File: src/design/gmt_pkg.sv
// gmt_pkg: widths, register codes and shared types of the edge map block
// no dependencies
`default_nettype none

package gmt_pkg;

  localparam int PIX_W      = 8;
  localparam int THR_W      = 9;
  localparam int DIM_W      = 11;
  localparam int CFG_IDX_W  = 2;
  localparam int CFG_DATA_W = 11;
  localparam int DIFF_W     = 9;
  localparam int SQ_W       = 16;
  localparam int LIM_W      = 20;
  localparam int QDEPTH     = 4;
  localparam int QPTR_W     = 2;

  localparam logic [PIX_W-1:0] EDGE_ON  = 8'd255;
  localparam logic [PIX_W-1:0] EDGE_OFF = 8'd0;
  localparam logic [DIM_W-1:0] DIM_RESET = 11'd1024;

  typedef enum logic [CFG_IDX_W-1:0] {
    CFG_THRESHOLD = 2'd0,
    CFG_WIDTH     = 2'd1,
    CFG_HEIGHT    = 2'd2
  } cfg_reg_e;

  typedef struct packed {
    logic             restart;
    logic [DIM_W-1:0] width;
    logic [DIM_W-1:0] height;
  } gmt_geom_t;

  typedef struct packed {
    logic                     has_edge;
    logic                     interior;
    logic                     last_row;
    logic                     last_col;
    logic signed [DIFF_W-1:0] dx;
    logic signed [DIFF_W-1:0] dy;
  } gmt_entry_t;

endpackage

`default_nettype wire

File: src/design/gmt_if.sv
// gmt_pix_if and gmt_res_if: valid/ready channels for pixels and results
// depends on gmt_pkg
`default_nettype none


interface gmt_res_if;
  logic                      valid;
  logic                      ready;
  logic [gmt_pkg::PIX_W-1:0] edge_value;
  logic                      last_of_run;
  logic                      frame_done;
  modport source (output valid, output edge_value, output last_of_run, output frame_done,
                  input ready);
  modport sink (input valid, input edge_value, input last_of_run, input frame_done,
                output ready);
endinterface

`default_nettype wire

File: src/design/gmt_back.sv
// gmt_back: squares, threshold compare and result sequencing
// one or two results per entry through a single output register; depends on gmt_pkg, gmt_if
`default_nettype none

module gmt_back (
  input  logic                      clk_i,
  input  logic                      rst_ni,
  input  logic [gmt_pkg::THR_W-1:0] threshold_i,
  input  logic                      q_valid_i,
  input  gmt_pkg::gmt_entry_t       q_entry_i,
  output logic                      q_pop_o,
  gmt_res_if.source                 res_o
);

  logic [gmt_pkg::THR_W:0]   thr_p1;
  logic [gmt_pkg::LIM_W-1:0] thr_ext, lim_q;

  logic signed [2*gmt_pkg::DIFF_W-1:0] dx2, dy2;

  logic                     b1_valid_q, b1_phase_q;
  logic [gmt_pkg::SQ_W-1:0] b1_sq0_q, b1_sq1_q;
  logic                     b1_has_edge_q, b1_interior_q, b1_last_row_q, b1_last_col_q;
  logic                     b1_first, b1_done, b1_take, out_load, edge_hit;
  logic [gmt_pkg::SQ_W:0]   sum;

  logic                      out_valid_q;
  logic [gmt_pkg::PIX_W-1:0] out_edge_q;
  logic                      out_last_q, out_done_q;

  assign thr_p1  = (gmt_pkg::THR_W + 1)'(threshold_i) + (gmt_pkg::THR_W + 1)'(1);
  assign thr_ext = gmt_pkg::LIM_W'(thr_p1);

  always_ff @(posedge clk_i) begin
    lim_q <= thr_ext * thr_ext;
  end

  assign dx2 = q_entry_i.dx * q_entry_i.dx;
  assign dy2 = q_entry_i.dy * q_entry_i.dy;

  assign out_load = b1_valid_q && (!out_valid_q || res_o.ready);
  assign b1_first = b1_has_edge_q && !b1_phase_q;
  assign b1_done  = out_load && !(b1_first && b1_last_row_q);
  assign b1_take  = !b1_valid_q || b1_done;
  assign q_pop_o  = b1_take && q_valid_i;

  assign sum      = (gmt_pkg::SQ_W + 1)'(b1_sq0_q) + (gmt_pkg::SQ_W + 1)'(b1_sq1_q);
  assign edge_hit = b1_interior_q && (gmt_pkg::LIM_W'(sum) >= lim_q);

  always_ff @(posedge clk_i or negedge rst_ni) begin
    if (!rst_ni) begin
      b1_valid_q  <= 1'b0;
      b1_phase_q  <= 1'b0;
      out_valid_q <= 1'b0;
    end else begin
      if (b1_take) begin
        b1_valid_q <= q_valid_i;
        b1_phase_q <= 1'b0;
      end else if (out_load) begin
        b1_phase_q <= 1'b1;
      end
      if (out_load) begin
        out_valid_q <= 1'b1;
      end else if (res_o.ready) begin
        out_valid_q <= 1'b0;
      end
    end
  end

  always_ff @(posedge clk_i) begin
    if (q_pop_o) begin
      b1_sq0_q      <= dx2[gmt_pkg::SQ_W-1:0];
      b1_sq1_q      <= dy2[gmt_pkg::SQ_W-1:0];
      b1_has_edge_q <= q_entry_i.has_edge;
      b1_interior_q <= q_entry_i.interior;
      b1_last_row_q <= q_entry_i.last_row;
      b1_last_col_q <= q_entry_i.last_col;
    end
    if (out_load) begin
      if (b1_first) begin
        out_edge_q <= edge_hit ? gmt_pkg::EDGE_ON : gmt_pkg::EDGE_OFF;
        out_last_q <= !b1_last_row_q;
        out_done_q <= 1'b0;
      end else begin
        // border pixel of the last row
        out_edge_q <= gmt_pkg::EDGE_OFF;
        out_last_q <= 1'b1;
        out_done_q <= b1_last_col_q;
      end
    end
  end

  assign res_o.valid       = out_valid_q;
  assign res_o.edge_value  = out_edge_q;
  assign res_o.last_of_run = out_last_q;
  assign res_o.frame_done  = out_done_q;

endmodule

`default_nettype wire

File: src/flat_wrapper.sv
// flat-port wrapper written by rule: the top's interface ports become plain ports
module gmt_back_flat 
  (clk_i, rst_ni, threshold_i, q_valid_i, q_entry_i, q_pop_o, res_o_valid, res_o_edge_value, res_o_last_of_run, res_o_frame_done, res_o_ready);
  gmt_res_if res_o_i ();
  input  logic clk_i;
  input  logic rst_ni;
  input  logic [gmt_pkg::THR_W-1:0] threshold_i;
  input  logic q_valid_i;
  input  gmt_pkg::gmt_entry_t q_entry_i;
  output logic q_pop_o;
  output wire logic [$bits(res_o_i.valid)-1:0] res_o_valid;
  output wire logic [$bits(res_o_i.edge_value)-1:0] res_o_edge_value;
  output wire logic [$bits(res_o_i.last_of_run)-1:0] res_o_last_of_run;
  output wire logic [$bits(res_o_i.frame_done)-1:0] res_o_frame_done;
  input wire logic [$bits(res_o_i.ready)-1:0] res_o_ready;
  assign res_o_valid = res_o_i.valid;
  assign res_o_edge_value = res_o_i.edge_value;
  assign res_o_last_of_run = res_o_i.last_of_run;
  assign res_o_frame_done = res_o_i.frame_done;
  assign res_o_i.ready = res_o_ready;
  gmt_back u_core (.clk_i(clk_i), .rst_ni(rst_ni), .threshold_i(threshold_i), .q_valid_i(q_valid_i), .q_entry_i(q_entry_i), .q_pop_o(q_pop_o), .res_o(res_o_i));
endmodule
File: config.mk
export PLATFORM = sky130hd
export DESIGN_NAME = gmt_back_flat
export DESIGN_NICKNAME = d
export VERILOG_FILES = /design/src/design/gmt_pkg.sv /design/src/design/gmt_if.sv /design/src/design/gmt_back.sv /design/src/flat_wrapper.sv
export SDC_FILE = /design/constraint.sdc
export NUM_CORES = 1
export LEC_CHECK = 0
export CELL_PAD_IN_SITES_DETAIL_PLACEMENT = 1
export CELL_PAD_IN_SITES_GLOBAL_PLACEMENT = 2
export CORE_MARGIN = 2
export CORE_UTILIZATION = 44
export DETAILED_ROUTE_END_ITERATION = 8
export DONT_BUFFER_PORTS = 1
export PLACE_DENSITY = 0.81
export SYNTH_ARGS = -nofsm -noshare
export SYNTH_HDL_FRONTEND = slang
export SYNTH_SLANG_ARGS = --single-unit
File: constraint.sdc
create_clock -name clk_i -period 3.5 [get_ports clk_i]
set_input_delay 0.35 -clock clk_i [delete_from_list [all_inputs] [get_ports clk_i]]
set_output_delay 0.35 -clock clk_i [all_outputs]
set_load 0.1 [all_outputs]
# Word level (Yosys, flattened, before mapping)
# Cells that the tools add are included.
[word_totals] ff_bits=69 inputBits=35 output_inout_bits=12 word_cells=39
[op_classes] addsub=2 multipliers=3 order_cmp=1 n_mux=5 n_reduce_logical=15
[op_table] cell="$mul 9x9->16" count=2
[op_table] cell="$ge 17x20->1" count=1
[op_table] cell="$mul 10x10->20" count=1
[op_table] cell="$add 16x16->17" count=1
[op_table] cell="$add 9x1->10 const B" count=1
[op_table] cell="$mux 8" count=1
[op_table] cell="$logic_and 1x1->1" count=6
[op_table] cell="$logic_not 1->1" count=5
[op_table] cell="$mux 1" count=4
[op_table] cell="$reduce_bool 2->1" count=2
[op_table] cell="$logic_or 1x1->1" count=2

# Depth between registers and ports, before layout
[logic_depth] word_depth=7 ltp_mapped=23 mapped_depth_nobuf=23

# Worst setup path after synthesis
# OpenSTA, ideal clock, no wires.
[synth_timing] path_kind="input to register" from="input threshold_i[0] (netlist bit)" to="register u_core.lim_q[18] (netlist bit)" setup_ns=0.072 arrival_ns=5.523 t_required_ns=3.428 setup_slack_ns=-2.095 path_stages=19 path_buffers=0 path_cell_list="ha_1 nand3_1 nor3_1 nand2_1 xor2_1 or2_2 inv_1 fa_1 fa_1 fa_1 fa_1 fa_1 ha_1 and3_1 and4_4 o2111ai_2 nand3b_2 a221oi_2 xnor2_1"
[synth_between] elab_chain_len=2
[synth_rtl] element="start: declaration" line_no="flat_wrapper.sv:7" text="input logic [gmt_pkg::THR_W-1:0] threshold_i;"
[synth_rtl] element="$add 9x1->10" line_no="gmt_back.sv:30" text="assign thr_p1 = (gmt_pkg::THR_W + 1)'(threshold_i) + (gmt_pkg::THR_W + 1)'(1);"
[synth_rtl] element="$mul 10x10->20" line_no="gmt_back.sv:34" text="lim_q <= thr_ext * thr_ext;"
[synth_rtl] element="end signal: assignment" line_no="gmt_back.sv:34"
[synth_rtl] element="end: declaration" line_no="gmt_back.sv:16" text="logic [gmt_pkg::LIM_W-1:0] thr_ext, lim_q;"
# No other way between the ends.
# A chain may end at the register's enable or synchronous reset.

# Final worst setup path
[layout_timing] from="input threshold_i[0] (netlist bit)" to="register u_core.lim_q[19] (netlist bit)"
# Same word-level chain as after synthesis.

==> run_results.csv <==
group,metric,value,unit
status,status,"complete, but fails checks",
status,violations,"setup timing",
synthesis,yosysWarningCount,0,
clocking,clock_latency,0.33,ns
sta,tightest_slew,0.900,ns
clocking,ctsHtreeMaxLevel,3,
floorplanning,rows,54,
final_layout,nets,1482,
hold_path,hp-class,"input port to flip-flop",
setup_path,critPathBufInv,4,
clocking,cts_buffer_depth,2,
final_layout,syn_to_final_growth,27.5,%
sta,tns,-22.51,ns
sta,fin_ws,-1.37,ns
synthesis,synth-edff-count,37,
sta,min_period,4.87,ns
global_routing,grt_use_met1,23.1,%
final_layout,final_core_util,57.7,%
clocking,root_buffer,"clkbuf_16",
setup_path,cp_common_cell,"fa_1",
synthesis,yosysTopAreaCellShare,30.2,%
clocking,clock-sinks,59,
final_layout,drive_above_1_share,28.9,%
sta,finalSetupViolations,30,
routing,firstDrtPassIters,4,
sta,finalMaxSlewViolations,0,
synthesis,synth_area_leaders,"fa_1 (30%), ha_1 (19%), edfxtp_1 (11%)",
setup_path,required,3.74,ns
sta,finClkSkew,0.00673,ns
setup_path,endpoint_kind,"flip-flop",
sta,fmax,0.206,GHz
clocking,cts_tree,"done",
global_routing,grt_use_total,20.7,%
synthesis,synth_area,9930,sq um
global_routing,gr-total-overflow,0,
placement,gp_congestion,0.787,
setup_path,max_stage_delay,0.56,ns
synthesis,synth_most_common_cell,"inv_1",
placement,hpwl,19.1,mm
synthesis,yosysTopAreaCell,"fa_1",
routing,routed_wl,23.0,mm
global_routing,antenna_found_initial,0,
final_layout,n_antenna_cell,0,
routing,drc,0,
power_and_ir_drop,ir_drop,0.626,mV
placement,dpl_worst_slack,-1.79,ns
routing,num_vias,7117,
setup_path,cp.arrival,5.11,ns
routing,ant_nets,0,
synthesis,ys_types,57,
clocking,clk_pin_slew_worst_paths,0.05,ns
floorplanning,core,22000,sq um
synthesis,synthTopCellsByCount,"inv_1 (204), fa_1 (150), ha_1 (149)",
global_routing,grt_max_degree,32,
synthesis,async_flop_share,5.08,%
synthesis,ys.flop_type,"edfxtp_1",
clocking,cts_made_buffers,9,
global_routing,grtUsageMet2,42.4,%
synthesis,avgSynthCellArea,9.97,sq um
sta,finalCritPeriodShare,139,%
sta,slew_headroom,40.0,%
routing,drt_iter0_drc,148,
setup_path,crit_chain,"ha_4 > nand3_4 > nor3_4 > nand2_2 > xor2_4 > buf_6 > or2_4 > fa_1 > inv_2 > fa_1 > inv_2 > fa_1 > inv_1 > fa_1 > ha_4 > ha_4 > o21ai_2 > nand2_1 > and3_4 > o21a_1 > a221oi_2 > a31oi_1 > xnor2_1",
floorplanning,initial_core_util,45.2,%
floorplanning,die_area,23800,sq um
power_and_ir_drop,p_leak,6.24,nW
floorplanning,die_y,154,microns
sta,rsz0062_at_grt,"true",
setup_path,worst-setup-path-type,"input port to flip-flop",
setup_path,start_kind,"input port",
global_routing,grt_pass1_vias,8405,
placement,portBuffers,0,
setup_path,critical_path.top_delay_family,"adder cells",
floorplanning,io_pins,47,
setup_path,crit_slowest_cell,"fa_1",
synthesis,ys_seq_elements,59,
synthesis,synthCells,996,
power_and_ir_drop,cellPowerDensity,1010,nW/um^2
floorplanning,die_w,154,microns
sta,final_hold_viol_count,0,
global_routing,top_usage_layer,"met2",
global_routing,grt_pass1_wl,40.0,mm
routing,routedWlPerCell,16.1,microns
routing,viasPerCell,4.97,
global_routing,grt_util_met3,1.65,%
setup_path,cp_max_fo,10,
run,drv_cap,0,
synthesis,seq_area_frac_synth,15.8,%
## power by group
group | internal [mW] | leakage, nW | switching (mW)
Clock | 0.690 | 0.164 | 0.304
Combinational | 5.38 | 5.53 | 5.00
Sequential | 1.24 | 0.546 | 0.118
Total | 7.31 | 6.24 | 5.42
## registers in the layout, indices dropped and copies added, names as in the netlist
signal and count:
u_core.b1_phase_q 1, u_core.b1_interior_q 1, u_core.b1_last_row_q 1, u_core.b1_has_edge_q 1, u_core.lim_q 19, u_core.res_o.edge_value 1
u_core.b1_sq0_q 15, u_core.b1_last_col_q 1, u_core.res_o.valid 1, u_core.res_o.last_of_run 1, u_core.res_o.frame_done 1, u_core.b1_valid_q 1
u_core.b1_sq1_q 15
## path summary, 6_finish.rpt
path | start | endpoint | slack, ns | cells past startpoint
setup / recovery | threshold_i[0] | u_core.lim_q[19] | -1.37 | 23
min in group asynchronous | rst_ni | u_core.res_o.valid | 0.28 | 1
hold reg to reg | u_core.b1_valid_q | u_core.res_o.valid | 0.49 | 1
max in group asynchronous | rst_ni | u_core.b1_phase_q | 3.06 | 1
setup reg to reg | u_core.b1_sq1_q[5] | u_core.res_o.edge_value[6] | 0.19 | 15
hold / removal | q_entry_i[20] | u_core.b1_interior_q | 0.12 | 0
## cell type report
type | instances | area [sq um]
clock buffer | 10 | 229
clock inverter | 6 | 104
fill | 2349 | 9290
inverter | 205 | 778
multi-input combinational | 718 | 8380
sequential | 59 | 1570
tap | 280 | 350
timing repair buffer | 155 | 1260
## per-stage QoR
step                total power [mW]  cells  hold slack [ns]  area, sq um
finish                          12.7   1433            0.117        12700
global route                    14.1   1433            0.107        12700
CTS                             12.4   1429            0.109        12500
detailed placement              10.5   1403           0.0545        11800
global placement                10.1   1403           0.0545        11800
floorplan                       7.70   1001           0.0544        10500
## worst reg2reg max path, delay by kind of cell (launching register included)
family	cells	cell delay (ns)
DFF	1	0.41
and+or+nand+nor	4	0.37
adders and majority gates	2	0.68
AOI/OAI and AO/OA	9	1.59
## kinds of logic (layout without fill, tap and decap cells)
kind of cell | count (synthesis) | count (layout) | share of synthesized area (%)
XOR/XNOR | 79 | 79 | 6.97
multiplexers | 3 | 3 | 0.315
AO/OA/AOI/OAI | 97 | 97 | 6.83
adder cells (fa/ha/maj) | 299 | 299 | 49.0
flip-flops | 59 | 59 | 15.8
buffers and inverters | 224 | 376 | 8.74
AND/OR/NAND/NOR | 233 | 233 | 12.3
other | 2 | 7 | 0.0756
## timing repair
action                                  4_1_cts  5_1_grt
hold buffers                                  1        0
hold endpoints to repair                      3        0
gates resized for setup                      60       38
pin swaps                                    52       32
setup buffers                                13        8
endpoints found under the setup margin       33       32
## cell usage in the layout, fill, tap and decap left out, drive strengths merged, types with 10 or more instances in the layout
cell	n
and2	55
nand2	57
edfxtp	37
o21ai	13
clkbuf	10
dfxtp	19
xor2	19
nor2b	18
ha	149
nor3	13
inv	204
xnor2	60
fa	150
nor2	40
nand2b	20
a21o	16
buf	154
a21oi	33
## layer usage
metal / share of wire [%] / wire [microns]
met4: 1.7 / 383
met5: 0 / 0
met2: 58 / 13400
met3: 1.1 / 262
met1: 39 / 8960
(Power assumes the default switching activity.)
