<file path="src/design/gmt_pkg.sv">
// gmt_pkg: widths, register codes and shared types of the edge map block
// no dependencies
`default_nettype none

package gmt_pkg;

  localparam int PIX_W      = 8;
  localparam int THR_W      = 9;
  localparam int DIM_W      = 11;
  localparam int CFG_IDX_W  = 2;
  localparam int CFG_DATA_W = 11;
  localparam int DIFF_W     = 9;
  localparam int SQ_W       = 16;
  localparam int LIM_W      = 20;
  localparam int QDEPTH     = 4;
  localparam int QPTR_W     = 2;

  localparam logic [PIX_W-1:0] EDGE_ON  = 8'd255;
  localparam logic [PIX_W-1:0] EDGE_OFF = 8'd0;
  localparam logic [DIM_W-1:0] DIM_RESET = 11'd1024;

  typedef enum logic [CFG_IDX_W-1:0] {
    CFG_THRESHOLD = 2'd0,
    CFG_WIDTH     = 2'd1,
    CFG_HEIGHT    = 2'd2
  } cfg_reg_e;

  typedef struct packed {
    logic             restart;
    logic [DIM_W-1:0] width;
    logic [DIM_W-1:0] height;
  } gmt_geom_t;

  typedef struct packed {
    logic                     has_edge;
    logic                     interior;
    logic                     last_row;
    logic                     last_col;
    logic signed [DIFF_W-1:0] dx;
    logic signed [DIFF_W-1:0] dy;
  } gmt_entry_t;

endpackage

`default_nettype wire

</file>
<file path="src/design/gmt_queue.sv">
// gmt_queue: short fifo of classified entries between front and back
// depends on gmt_pkg
`default_nettype none

module gmt_queue (
  input  logic                clk_i,
  input  logic                rst_ni,
  input  logic                push_i,
  input  gmt_pkg::gmt_entry_t entry_i,
  output logic                ready_o,
  input  logic                pop_i,
  output logic                valid_o,
  output gmt_pkg::gmt_entry_t entry_o
);

  gmt_pkg::gmt_entry_t              slot_q [gmt_pkg::QDEPTH];
  logic [gmt_pkg::QPTR_W-1:0]       wr_q, rd_q;
  logic [gmt_pkg::QPTR_W:0]         cnt_q;
  logic                             do_push, do_pop;

  assign ready_o = (cnt_q != (gmt_pkg::QPTR_W + 1)'(gmt_pkg::QDEPTH));
  assign valid_o = (cnt_q != '0);
  assign entry_o = slot_q[rd_q];
  assign do_push = push_i && ready_o;
  assign do_pop  = pop_i && valid_o;

  always_ff @(posedge clk_i or negedge rst_ni) begin
    if (!rst_ni) begin
      wr_q  <= '0;
      rd_q  <= '0;
      cnt_q <= '0;
    end else begin
      if (do_push) begin
        wr_q <= wr_q + gmt_pkg::QPTR_W'(1);
      end
      if (do_pop) begin
        rd_q <= rd_q + gmt_pkg::QPTR_W'(1);
      end
      if (do_push && !do_pop) begin
        cnt_q <= cnt_q + (gmt_pkg::QPTR_W + 1)'(1);
      end else if (do_pop && !do_push) begin
        cnt_q <= cnt_q - (gmt_pkg::QPTR_W + 1)'(1);
      end
    end
  end

  always_ff @(posedge clk_i) begin
    if (do_push) begin
      slot_q[wr_q] <= entry_i;
    end
  end

endmodule

`default_nettype wire

</file>
<file path="config.mk">
export PLATFORM = sky130hd
export DESIGN_NAME = gmt_queue
export DESIGN_NICKNAME = d
export VERILOG_FILES = /design/src/design/gmt_pkg.sv /design/src/design/gmt_queue.sv
export SDC_FILE = /design/constraint.sdc
export NUM_CORES = 1
export LEC_CHECK = 0
export BUFFER_PORTS_ARGS = -buffer_cell sky130_fd_sc_hd__buf_2
export CAP_MARGIN = 20
export CORE_ASPECT_RATIO = 1.5
export CORE_MARGIN = 2
export CORE_UTILIZATION = 34
export CTS_BUF_LIST = sky130_fd_sc_hd__clkbuf_8
export CTS_CLUSTER_DIAMETER = 30
export DETAILED_ROUTE_END_ITERATION = 10
export PLACE_DENSITY = 0.59
export SETUP_SLACK_MARGIN = 0.05
export SYNTH_ARGS = -nofsm -noshare
export SYNTH_HDL_FRONTEND = slang
export SYNTH_SLANG_ARGS = --single-unit
</file>
<file path="constraint.sdc">
create_clock -name clk_i -period 2.8 [get_ports clk_i]
set_input_delay 0.56 -clock clk_i [delete_from_list [all_inputs] [get_ports clk_i]]
set_output_delay 0.56 -clock clk_i [all_outputs]
set_load 0.05 [all_outputs]
</file>
# Word-level counts from Yosys, hierarchy flattened
# Memory sizes are Yosys's and may differ from the RTL's.
# Index checks and enable logic that the tools add are counted.
# Widths: inputs -> output; s select.
# word_totals
elab_cells	21
ram_bits	88
reg_bits	7
memories	1
# memory_table
name	depth	word_bits	read_ports	rd_ports_with_merged_regs	wr	line	rtl
slot_q	4	22	1	0	1	gmt_queue.sv:16	gmt_pkg::gmt_entry_t slot_q [gmt_pkg::QDEPTH];
# classes
muxes	4
n_eq_ne	1
add_sub_neg	4
reduce_logical	8
# op_table
op	n
$mux 3	2
$add 2x1->2 const B	2
$logic_and 1x1->1	4
$add 3x1->3 const B	1
$ne 3x3->1 const B	1
$reduce_bool 3->1	1
$sub 3x1->3 const B	1
$logic_not 1->1	2
$mux 1	2
$reduce_bool 2->1	1

# Longest topological paths before layout
# Gate-level depths: netlist of the first run.
# logic_depth
ltp_word	6
depth_mapped	8

# Least setup slack after synthesis of the first run
# Ideal clock, no wire load.
# synth_timing
path_kind	register to register
start	reg cnt_q[1] in the netlist's numbering
end	reg cnt_q[2] in the netlist's numbering
arrival_time_ns	2.183
path_buffers	0
stages_incl_launch_ff	9
required_time_ns	2.721
path_slack_ns	0.538
setup_ns	0.079
cell_sequence	dfrtp_1 -> or3_1 -> nand2_1 -> ha_1 -> inv_1 -> fa_1 -> xor2_1 -> nor2_1 -> xor2_1
# synth_via
elab_chain_len	5
word_cells_on_any_way	13
# synth_rtl
item	line	rtl
start, declared	gmt_queue.sv:18	logic [gmt_pkg::QPTR_W:0] cnt_q;
start signal, assigned	gmt_queue.sv:40	cnt_q <= cnt_q + (gmt_pkg::QPTR_W + 1)'(1);
start signal, assigned	gmt_queue.sv:42	cnt_q <= cnt_q - (gmt_pkg::QPTR_W + 1)'(1);
$reduce_bool 3->1 *	gmt_queue.sv:22	assign valid_o = (cnt_q != '0);
net valid_o	gmt_queue.sv:12	output logic valid_o,
$logic_and 1x1->1 *	gmt_queue.sv:25	assign do_pop = pop_i && valid_o;
$logic_not 1->1	gmt_queue.sv:39	if (do_push && !do_pop) begin
$logic_and 1x1->1	gmt_queue.sv:39	
$mux 3 / $reduce_bool 2->1 (equally long branches)	-	
# The timed path passes the listed nets; every way through them passes the cells marked *. The select of a mux whose other input is x is not followed.
# A chain may end at the register's enable or synchronous reset.

==> results of run 1 <==
==> cell type report <==
class	count	area (sq um)
multi-input cells	47	731
flip-flops and latches	95	2820
fillers	980	6240
clock buffers	9	124
repair buffers	58	338
inverters	3	11.3
well taps	144	180
clock inverters	7	32.5
==> cell usage in the layout, fill, tap and decap left out <==
cell type and instances:
buf_2 49, and2_1 4, buf_12 2, xnor2_1 4, dfrtp_2 1, or3_1 1, nand2_1 2, nand3_1 1
fa_1 1, clkbuf_8 9, clkinv_1 2, xor2_1 2, edfxtp_1 88, mux2_2 2, mux4_2 18, mux4_1 4
dfrtp_1 6, inv_1 5, ha_1 5, nor2_1 2, clkinvlp_4 1, a21boi_2 1, buf_4 7, clkinv_2 2
==> stage by stage <==
step | hold WS [ns] | worst slack, ns | util (%)
after detailed placement | 0.410 | 0.684 | 38.9
after global routing | 0.0168 | 0.278 | 40.4
final | 0.0239 | 0.363 | 40.4
after floorplan | 0.264 | 0.538 | -
after CTS | 0.0123 | 0.306 | 40.4
after global placement | 0.409 | 0.685 | 38.9
==> registers in the layout (all words and copies together), names as in the netlist <==
name	cells
rd_q	2
cnt_q	3
wr_q	2
slot_q	88
==> layer usage <==
metal / GRT usage, % / part of all wire, % / up-vias
li1: - / - / 743
met1: 12.9 / 40 / 835
met2: 19.0 / 52 / 45
met3: 3.64 / 5.2 / 12
met4: 5.70 / 2.5 / 0
met5: 0 / 0 / -
==> worst reg2reg max path, cell delays in order, from the launching register on <==
cell and delay, ns:
dfrtp_1 0.44, or3_1 0.40, nand2_1 0.13, ha_1 0.19
inv_1 0.06, fa_1 0.38, xor2_1 0.16, nor2_1 0.11
xor2_1 0.14
==> final timing paths <==
check                                      from                     end  slack (ns)
max                         rd_q[0]$_DFFE_PN0P_             entry_o[19]        0.36
min                                      rst_ni    cnt_q[1]$_DFFE_PN0P_        0.02
max reg2reg                cnt_q[0]$_DFFE_PN0P_    cnt_q[2]$_DFFE_PN0P_        0.71
min reg2reg                cnt_q[2]$_DFFE_PN0P_    cnt_q[2]$_DFFE_PN0P_        0.54
max in group asynchronous                rst_ni     rd_q[0]$_DFFE_PN0P_        2.60
min in group clk_i                   entry_i[2]  slot_q[0][2]$_DFFE_PP_        0.42
==> kinds of logic after synthesis <==
| group | after synthesis | share of synthesized area, % |
|---|---|---|
| xor+xnor | 6 | 1.45 |
| fa+ha+maj | 6 | 2.28 |
| simple gates | 10 | 1.42 |
| flops | 95 | 77.8 |
| buf+inv | 8 | 2.00 |
| compound gates | 1 | 0.311 |
| mux | 24 | 14.7 |
==> power groups by stage <==
stage	combinational (mW)	sequential, mW	clock, mW
5_1_grt	2.19	2.04	0.801
3_5_place_dp	2.10	2.04	0
2_1_floorplan	1.68	1.99	0
3_3_place_gp	2.10	2.02	0
4_1_cts	2.10	2.01	0.763
6_report	2.05	2.00	0.736
==> out/results.ini, run 1 <==
[global_routing]
grt_antenna_before_repair=0
grt_max_degree=16
gr-total-overflow=0
grt_pass1_vias=1762
grt_usage_pct=11.3
grt_pass1_wl_um=9320

[final_layout]
final_layout_size_suffix_gt1_share_pct=42.0
layoutNonFillerInstCount=363
antennaDiodeCount=0
nets=246
fin_area_sq_um=4240
area_delta_synth_final_pct=17.0

[sta]
tightest_slew_ns=0.551
max_freq_mhz=410
finClkSkew_ns=0.0125
fin_setup_tns_ns=0
maxSlewHeadroom_pct=63.3
hold_violations=0
min_period_ns=2.44
rsz0062_at_grt=no
slew_violations=0
finalSetupViolations=0
period_share_pct=87.0

[clocking]
cts.sinks=95
cts_hold_buf=0
cts_buffers=9
cts_max_level=3
postCtsSetupRepairBufs=0
ctsLongestPathBuffers=2
clk_pin_slew_ns=0.09
cts_resized=0
cts_tree=done
cts_root_buf=clkbuf_8
clock_latency_ns=0.35

[die]
die_w_um=88.3
pin_count=50
coreArea_sq_um=10500
dieArea_sq_um=11500
initial_core_util_pct=34.6
die_y_um=130
rows=46

[power]
ir_worst_vdd_uv=469
seqPwrFrac_pct=41.8
switching_share_pct=40.1
p_leak_nw=1.48
comb_power_share_pct=42.8
powerDensity_nw_per_um2=1130
p_sw_mw=1.92
p_total_mw=4.79
p_int_mw=2.87
power.share.clock_pct=15.4

[yosys]
syn-num-nets=182
yosysWarnings=0
synth_top_area_share_pct=73.0
synth_seq_cells=95
yosysSeqAreaShare_pct=77.8
async_reset_ff_share_pct=7.37
synth_cell_types=19
synthFlopType=edfxtp_1
synth.most_common_cell=edfxtp_1
yosys.area.top_type=edfxtp_1
synth_commonest_cells=edfxtp_1 (88), mux4_2 (18), dfrtp_1 (7)
avgSynthCellArea_sq_um=24.1
netlist_area_sq_um=3620
yosys-top-cells-area=edfxtp_1 (73%), mux4_2 (11%), dfrtp_1 (4.8%)
synth_edf_count=88
synth_cells=150

[critical_path]
cp_top_family=multiplexers
max_stage_delay_ns=0.56
crit_required_ns=2.24
path_buf_inv=2
start_kind=flip-flop
path_depth=3
rr_worst_depth=8
cp_cell_sequence=buf_4 -> mux4_1 -> buf_2
cp.arrival_ns=1.88
cp_slowest_cell=mux4_1
end_kind=output port
path_class=flip-flop to output port
crit_fanout=11

[run]
cap_viol_max_count=0

[placed_design]
place_congestion=0.676
placed_area_sq_um=4080
post-place-cells=347
dp.final_hpwl_um=4200
io_buffer_count=49

[drt]
drtIter0Drc=78
wl_per_cell_um=16.8
wirelength_um=6080
drc_errors=0
ant_nets=0
firstDrtPassIters=4
vias_per_cell=4.50
vias=1635

[min_path]
hp-class=input pin to async pin

[outcome]
outcome=finished, final reports clean

No activity file was read; power rests on OpenSTA's default activity.
==> inputs of run 2 (changes only) <==
--- a/config.mk
+++ b/config.mk
@@ -9,11 +9,12 @@
 export CAP_MARGIN = 20
 export CORE_ASPECT_RATIO = 1.5
 export CORE_MARGIN = 2
-export CORE_UTILIZATION = 34
+export CORE_UTILIZATION = 35
 export CTS_BUF_LIST = sky130_fd_sc_hd__clkbuf_8
 export CTS_CLUSTER_DIAMETER = 30
+export CTS_CLUSTER_SIZE = 10
 export DETAILED_ROUTE_END_ITERATION = 10
-export PLACE_DENSITY = 0.59
+export PLACE_DENSITY = 0.6
 export SETUP_SLACK_MARGIN = 0.05
 export SYNTH_ARGS = -nofsm -noshare
 export SYNTH_HDL_FRONTEND = slang
==> out/results.ini, run 2 (same netlist as run 1, synthesis figures left out) <==
[die]
dieArea_sq_um=11200  ; -2.7%
initial_core_util_pct=35.9  ; +1.4 points
die_w_um=87.1  ; -1.4%
die_y_um=129  ; -1.4%
pin_count=50  ; unchanged
coreArea_sq_um=10100  ; -3.8%
rows=45  ; -2.2%

[final_layout]
largest_reg_flops=88  ; unchanged
antennaDiodeCount=0  ; unchanged
layout_commonest_cell=edfxtp_1
nets=245  ; -0.41%
area_delta_synth_final_pct=16.0
layout_common_cells=edfxtp_1 (88), buf_2 (49), mux4_2 (18), clkbuf_8 (9), buf_4 (7)
top_register=slot_q
reg_top3=slot_q: 88 flops, cnt_q: 3 flops
num-fill-cells=863  ; -12%
final_layout_size_suffix_gt1_share_pct=42.4  ; +0.39 points
fin_area_sq_um=4200  ; -0.80%

[critical_path]
rr_worst_depth=8  ; unchanged
path_class=flip-flop to output port
endpoint=entry_o[6]
r2r_start=cnt_q[1]$_DFFE_PN0P_
rr_endpoint=cnt_q[2]$_DFFE_PN0P_
end_kind=output port
crit_required_ns=2.24  ; about the same
crit_start=rd_q[0]$_DFFE_PN0P_
reg2reg_setup_slack_ns=0.70  ; about the same
crit_fanout=9  ; -2
start_kind=flip-flop
cp.arrival_ns=1.94  ; +0.06 ns

[placed_design]
io_buffer_count=49  ; unchanged
place_congestion=0.678  ; +0.24%
dp.final_hpwl_um=4030  ; -4.1%
placed_area_sq_um=4030  ; -1.3%
dp_slack_ns=0.660  ; -0.0239 ns

[drt]
vias_per_cell=4.94  ; +9.6%
drc_errors=0  ; unchanged
vias=1649  ; +0.86%
firstDrtPassIters=5  ; +1
wirelength_um=5870  ; -3.6%
wl_per_cell_um=17.6  ; +4.8%
drtIter0Drc=49  ; -37%
ant_nets=0  ; unchanged

[global_routing]
grt_max_degree=20  ; +4
grt_usage_pct=11.5  ; +0.16 points
grt_pass1_wl_um=9220  ; -1.0%
grt_antenna_before_repair=0  ; unchanged
grt_pass1_vias=1698  ; -3.6%
gr-total-overflow=0  ; unchanged

[clocking]
cts_buffers=9  ; unchanged
cts_resized=0  ; unchanged
postCtsSetupRepairBufs=0  ; unchanged
cts_root_buf=clkbuf_8
cts_tree=done
clk_pin_slew_ns=0.08  ; about the same
clock_latency_ns=0.35  ; about the same
cts.sinks=95  ; unchanged
ctsLongestPathBuffers=2  ; unchanged
cts_max_level=3  ; unchanged
cts_hold_buf=0  ; unchanged

[sta]
tightest_slew_ns=0.433  ; -0.118 ns
period_share_pct=89.3  ; +2.3 points
rsz0062_at_grt=no
finalSetupViolations=0  ; unchanged
finClkSkew_ns=0.00592  ; -0.00659 ns
timing.final.ws_setup_ns=0.299  ; -0.0643 ns
max_freq_mhz=400  ; -2.6%
slew_violations=0  ; unchanged
hold_violations=0  ; unchanged
min_period_ns=2.50  ; +0.0643 ns
maxSlewHeadroom_pct=71.1  ; +7.8 points
fin_setup_tns_ns=0  ; unchanged

[power]
powerDensity_nw_per_um2=1150  ; +1.9%
ir_worst_vdd_uv=513  ; +9.3%
p_leak_nw=1.48  ; about the same
p_total_mw=4.84  ; +1.1%

[outcome]
outcome=finished, final reports clean

[run]
cap_viol_max_count=0  ; unchanged

[min_path]
hp-class=input pin to async pin

run 2: cell count changes in the layout (fill, tap and decap cells not counted):
cell / delta
inv_1: -2
buf_12: -1
clkinvlp_4: -1
clkinv_2: +1
bufinv_16: +1
run 2: worst max-delay path, cell delays in order (launching register included):
cell	delay, ns
dfrtp_2	0.55
buf_4	0.27
mux4_2	0.54
buf_2	0.23
run 2: worst min-delay path by stage:
stage | end | slack [ns] | cells past startpoint
3_5_place_dp | cnt_q[2]$_DFFE_PN0P_ | 0.41 | 1
6_report | cnt_q[0]$_DFFE_PN0P_ | 0.03 | 1
5_1_grt | cnt_q[1]$_DFFE_PN0P_ | 0.01 | 1
3_3_place_gp | cnt_q[2]$_DFFE_PN0P_ | 0.41 | 1
2_1_floorplan | cnt_q[0]$_DFFE_PN0P_ | 0.26 | 0
4_1_cts | cnt_q[0]$_DFFE_PN0P_ | 0.01 | 1
run 2: stage by stage:
step                      std cells  util (%)  hold slack [ns]
after global routing            334      41.7           0.0114
final                           334      41.7           0.0286
after CTS                       334      41.7           0.0119
after floorplan                 150         -            0.264
after detailed placement        319      39.9            0.412
after global placement          319      39.9            0.410
run 2: layer usage:
| metal | up-vias | global-route usage [%] | wire [um] |
|---|---|---|---|
| li1 | 738 | - | - |
| met1 | 852 | 12.9 | 2320 |
| met2 | 48 | 19.2 | 3140 |
| met3 | 11 | 3.14 | 264 |
| met4 | 0 | 6.89 | 148 |
| met5 | - | 0 | 0 |
run 2: layout make-up:
class | instances | area (sq um) | share of cell area [%]
flip-flops and latches | 95 | 2820 | 67.1
multi-input cells | 47 | 731 | 17.4
repair buffers | 57 | 318 | 7.56
well taps | 117 | 146 | 3.48
clock buffers | 9 | 124 | 2.95
clock inverters | 6 | 52.6 | 1.25
inverters | 3 | 11.3 | 0.268
run 2: power by group:
part	leakage [nW]	switching, mW	internal, mW
clock network	0.0937	0.414	0.396
registers	0.887	0.151	1.89
logic	0.504	1.33	0.664
==> inputs of run 3 (changes only) <==
--- a/config.mk
+++ b/config.mk
@@ -9,12 +9,12 @@
 export CAP_MARGIN = 20
 export CORE_ASPECT_RATIO = 1.5
 export CORE_MARGIN = 2
-export CORE_UTILIZATION = 35
+export CORE_UTILIZATION = 59
 export CTS_BUF_LIST = sky130_fd_sc_hd__clkbuf_8
 export CTS_CLUSTER_DIAMETER = 30
 export CTS_CLUSTER_SIZE = 10
 export DETAILED_ROUTE_END_ITERATION = 10
-export PLACE_DENSITY = 0.6
+export PLACE_DENSITY = 0.89
 export SETUP_SLACK_MARGIN = 0.05
 export SYNTH_ARGS = -nofsm -noshare
 export SYNTH_HDL_FRONTEND = slang
==> out/results.ini, run 3 (same netlist as run 1, synthesis figures left out) <==
[sta]
slew_violations=0  ; unchanged
rsz0062_at_grt=no
tightest_slew_ns=0.336  ; -0.0964 ns
max_freq_mhz=415  ; +3.9%
fin_setup_tns_ns=0  ; unchanged
maxSlewHeadroom_pct=77.6  ; +6.4 points
period_share_pct=86.0  ; -3.3 points
hold_violations=0  ; unchanged
finalSetupViolations=0  ; unchanged
min_period_ns=2.41  ; -0.0928 ns
finClkSkew_ns=0.00737  ; +0.00145 ns

[clocking]
cts.sinks=95  ; unchanged
cts_buffers=9  ; unchanged
postCtsSetupRepairBufs=0  ; unchanged
cts_tree=done
cts_root_buf=clkbuf_8
ctsLongestPathBuffers=2  ; unchanged
cts_resized=0  ; unchanged
cts_hold_buf=0  ; unchanged
clk_pin_slew_ns=0.08  ; about the same
cts_max_level=3  ; unchanged
clock_latency_ns=0.35  ; about the same

[power]
ir_worst_vdd_uv=892  ; +74%
powerDensity_nw_per_um2=1170  ; +1.7%
p_leak_nw=1.48  ; -0.38%

[global_routing]
grt_usage_pct=18.1  ; +6.6 points
gr-total-overflow=0  ; unchanged
grt_antenna_before_repair=0  ; unchanged
grt_max_degree=23  ; +15%
grt_pass1_vias=1677  ; -1.2%
grt_pass1_wl_um=8400  ; -8.8%

[critical_path]
path_class=flip-flop to output port
cp.arrival_ns=1.85  ; -0.09 ns
cp_cell_sequence=buf_12 -> mux4_1 -> buf_2
start_kind=flip-flop
max_stage_delay_ns=0.59  ; +0.04 ns
crit_fanout=22  ; +13
cp_slowest_cell=mux4_1
end_kind=output port
crit_required_ns=2.24  ; about the same

[die]
die_y_um=99.9  ; -22%
pin_count=50  ; unchanged
rows=35  ; -22%
dieArea_sq_um=6790  ; -39%
die_w_um=68.0  ; -22%
initial_core_util_pct=59.9  ; +24 points
coreArea_sq_um=6040  ; -40%

[final_layout]
layout_common_cells=edfxtp_1 (88), buf_2 (49), mux4_2 (18), clkbuf_8 (9), dfrtp_1 (7)
top_register=slot_q
num-fill-cells=395  ; -54%
utilization_pct=68.7  ; +27 points
layout_commonest_cell=edfxtp_1
reg_top3=slot_q: 88 flops, cnt_q: 3 flops
largest_reg_flops=88  ; unchanged
multi_input_area_sq_um=731  ; unchanged
final_layout_size_suffix_gt1_share_pct=42.1  ; -0.27 points
nets=243  ; -0.82%
antennaDiodeCount=0  ; unchanged
area_delta_synth_final_pct=14.7
area.sequential_sq_um=2820  ; about the same

[outcome]
outcome=finished, final reports clean

[drt]
wirelength_um=5500  ; -6.3%
drc_errors=0  ; unchanged
drtIter0Drc=57  ; +16%
vias_per_cell=5.64  ; +14%
ant_nets=0  ; unchanged
wl_per_cell_um=19.0  ; +8.0%
firstDrtPassIters=4  ; -1
vias=1635  ; -0.85%

[placed_design]
dp.final_hpwl_um=3530  ; -12%
io_buffer_count=49  ; unchanged
place_congestion=0.721  ; +6.3%

[run]
cap_viol_max_count=0  ; unchanged

[min_path]
hp-class=input pin to async pin

[run 3: changes by cell type in the layout (fill, tap and decap cells not counted)]
cell,previous run,this run
inv_6,0,1
dfrtp_2,1,0
clkinv_2,3,1
clkinv_1,2,1
clkinvlp_4,0,1
clkinv_4,0,2
dfrtp_1,6,7
buf_4,7,5
[run 3: stage by stage]
stage / cells / setup WS [ns] / total power [mW] / hold WS (ns) / area (sq um)
final: 290 / 0.392 / 4.87 / 0.0365 / 4150
after global routing: 290 / 0.311 / 5.09 / 0.0367 / 4150
after CTS: 290 / 0.340 / 4.92 / 0.0279 / 4150
after detailed placement: 274 / 0.726 / 4.08 / 0.407 / 3960
after global placement: 274 / 0.774 / 4.03 / 0.404 / 3960
after floorplan: 150 / 0.538 / 3.67 / 0.264 / 3620
[run 3: final timing paths]
| path | startpoint | end | slack (ns) | cells after the start |
|---|---|---|---|---|
| worst max-delay path | rd_q[0]$_DFFE_PN0P_ | entry_o[18] | 0.39 | 3 |
| worst min-delay path | rst_ni | wr_q[1]$_DFFE_PN0P_ | 0.04 | 1 |
| worst max register to register | cnt_q[1]$_DFFE_PN0P_ | cnt_q[2]$_DFFE_PN0P_ | 0.73 | 8 |
| worst min register to register | rd_q[1]$_DFFE_PN0P_ | rd_q[1]$_DFFE_PN0P_ | 0.47 | 1 |
| max in group asynchronous | rst_ni | rd_q[0]$_DFFE_PN0P_ | 2.60 | 1 |
| min in group clk_i | entry_i[10] | slot_q[2][10]$_DFFE_PP_ | 0.42 | 1 |
[run 3: where the power goes]
| part | switching [mW] | total, mW | internal [mW] |
|---|---|---|---|
| sequential | 0.110 | 2.00 | 1.89 |
| clock | 0.437 | 0.851 | 0.414 |
| combinational | 1.37 | 2.02 | 0.650 |
| total | 1.91 | 4.87 | 2.95 |
[run 3: final cells by class]
| cell class | instances | share of cell area, % |
|---|---|---|
| Timing Repair Buffer | 55 | 7.29 |
| Clock inverter | 7 | 1.75 |
| Tap cell | 74 | 2.23 |
| Clock buffer | 9 | 2.98 |
| Sequential cell | 95 | 67.9 |
| Inverter | 3 | 0.271 |
| Multi-Input combinational cell | 47 | 17.6 |
[run 3: routing by layer]
layer	vias up	share of wire [%]	track usage, %
met5	-	0	0
met4	0	1.5	8.92
met3	7	5.3	4.60
met2	57	56	30.7
met1	830	37	21.0
li1	741	-	-
[run 3: critical path: cells and delay by family, from the launching register on]
| family | cells | cell delay (ns) |
|---|---|---|
| muxes | 1 | 0.59 |
| DFF | 1 | 0.44 |
| buffers and inverters | 2 | 0.47 |
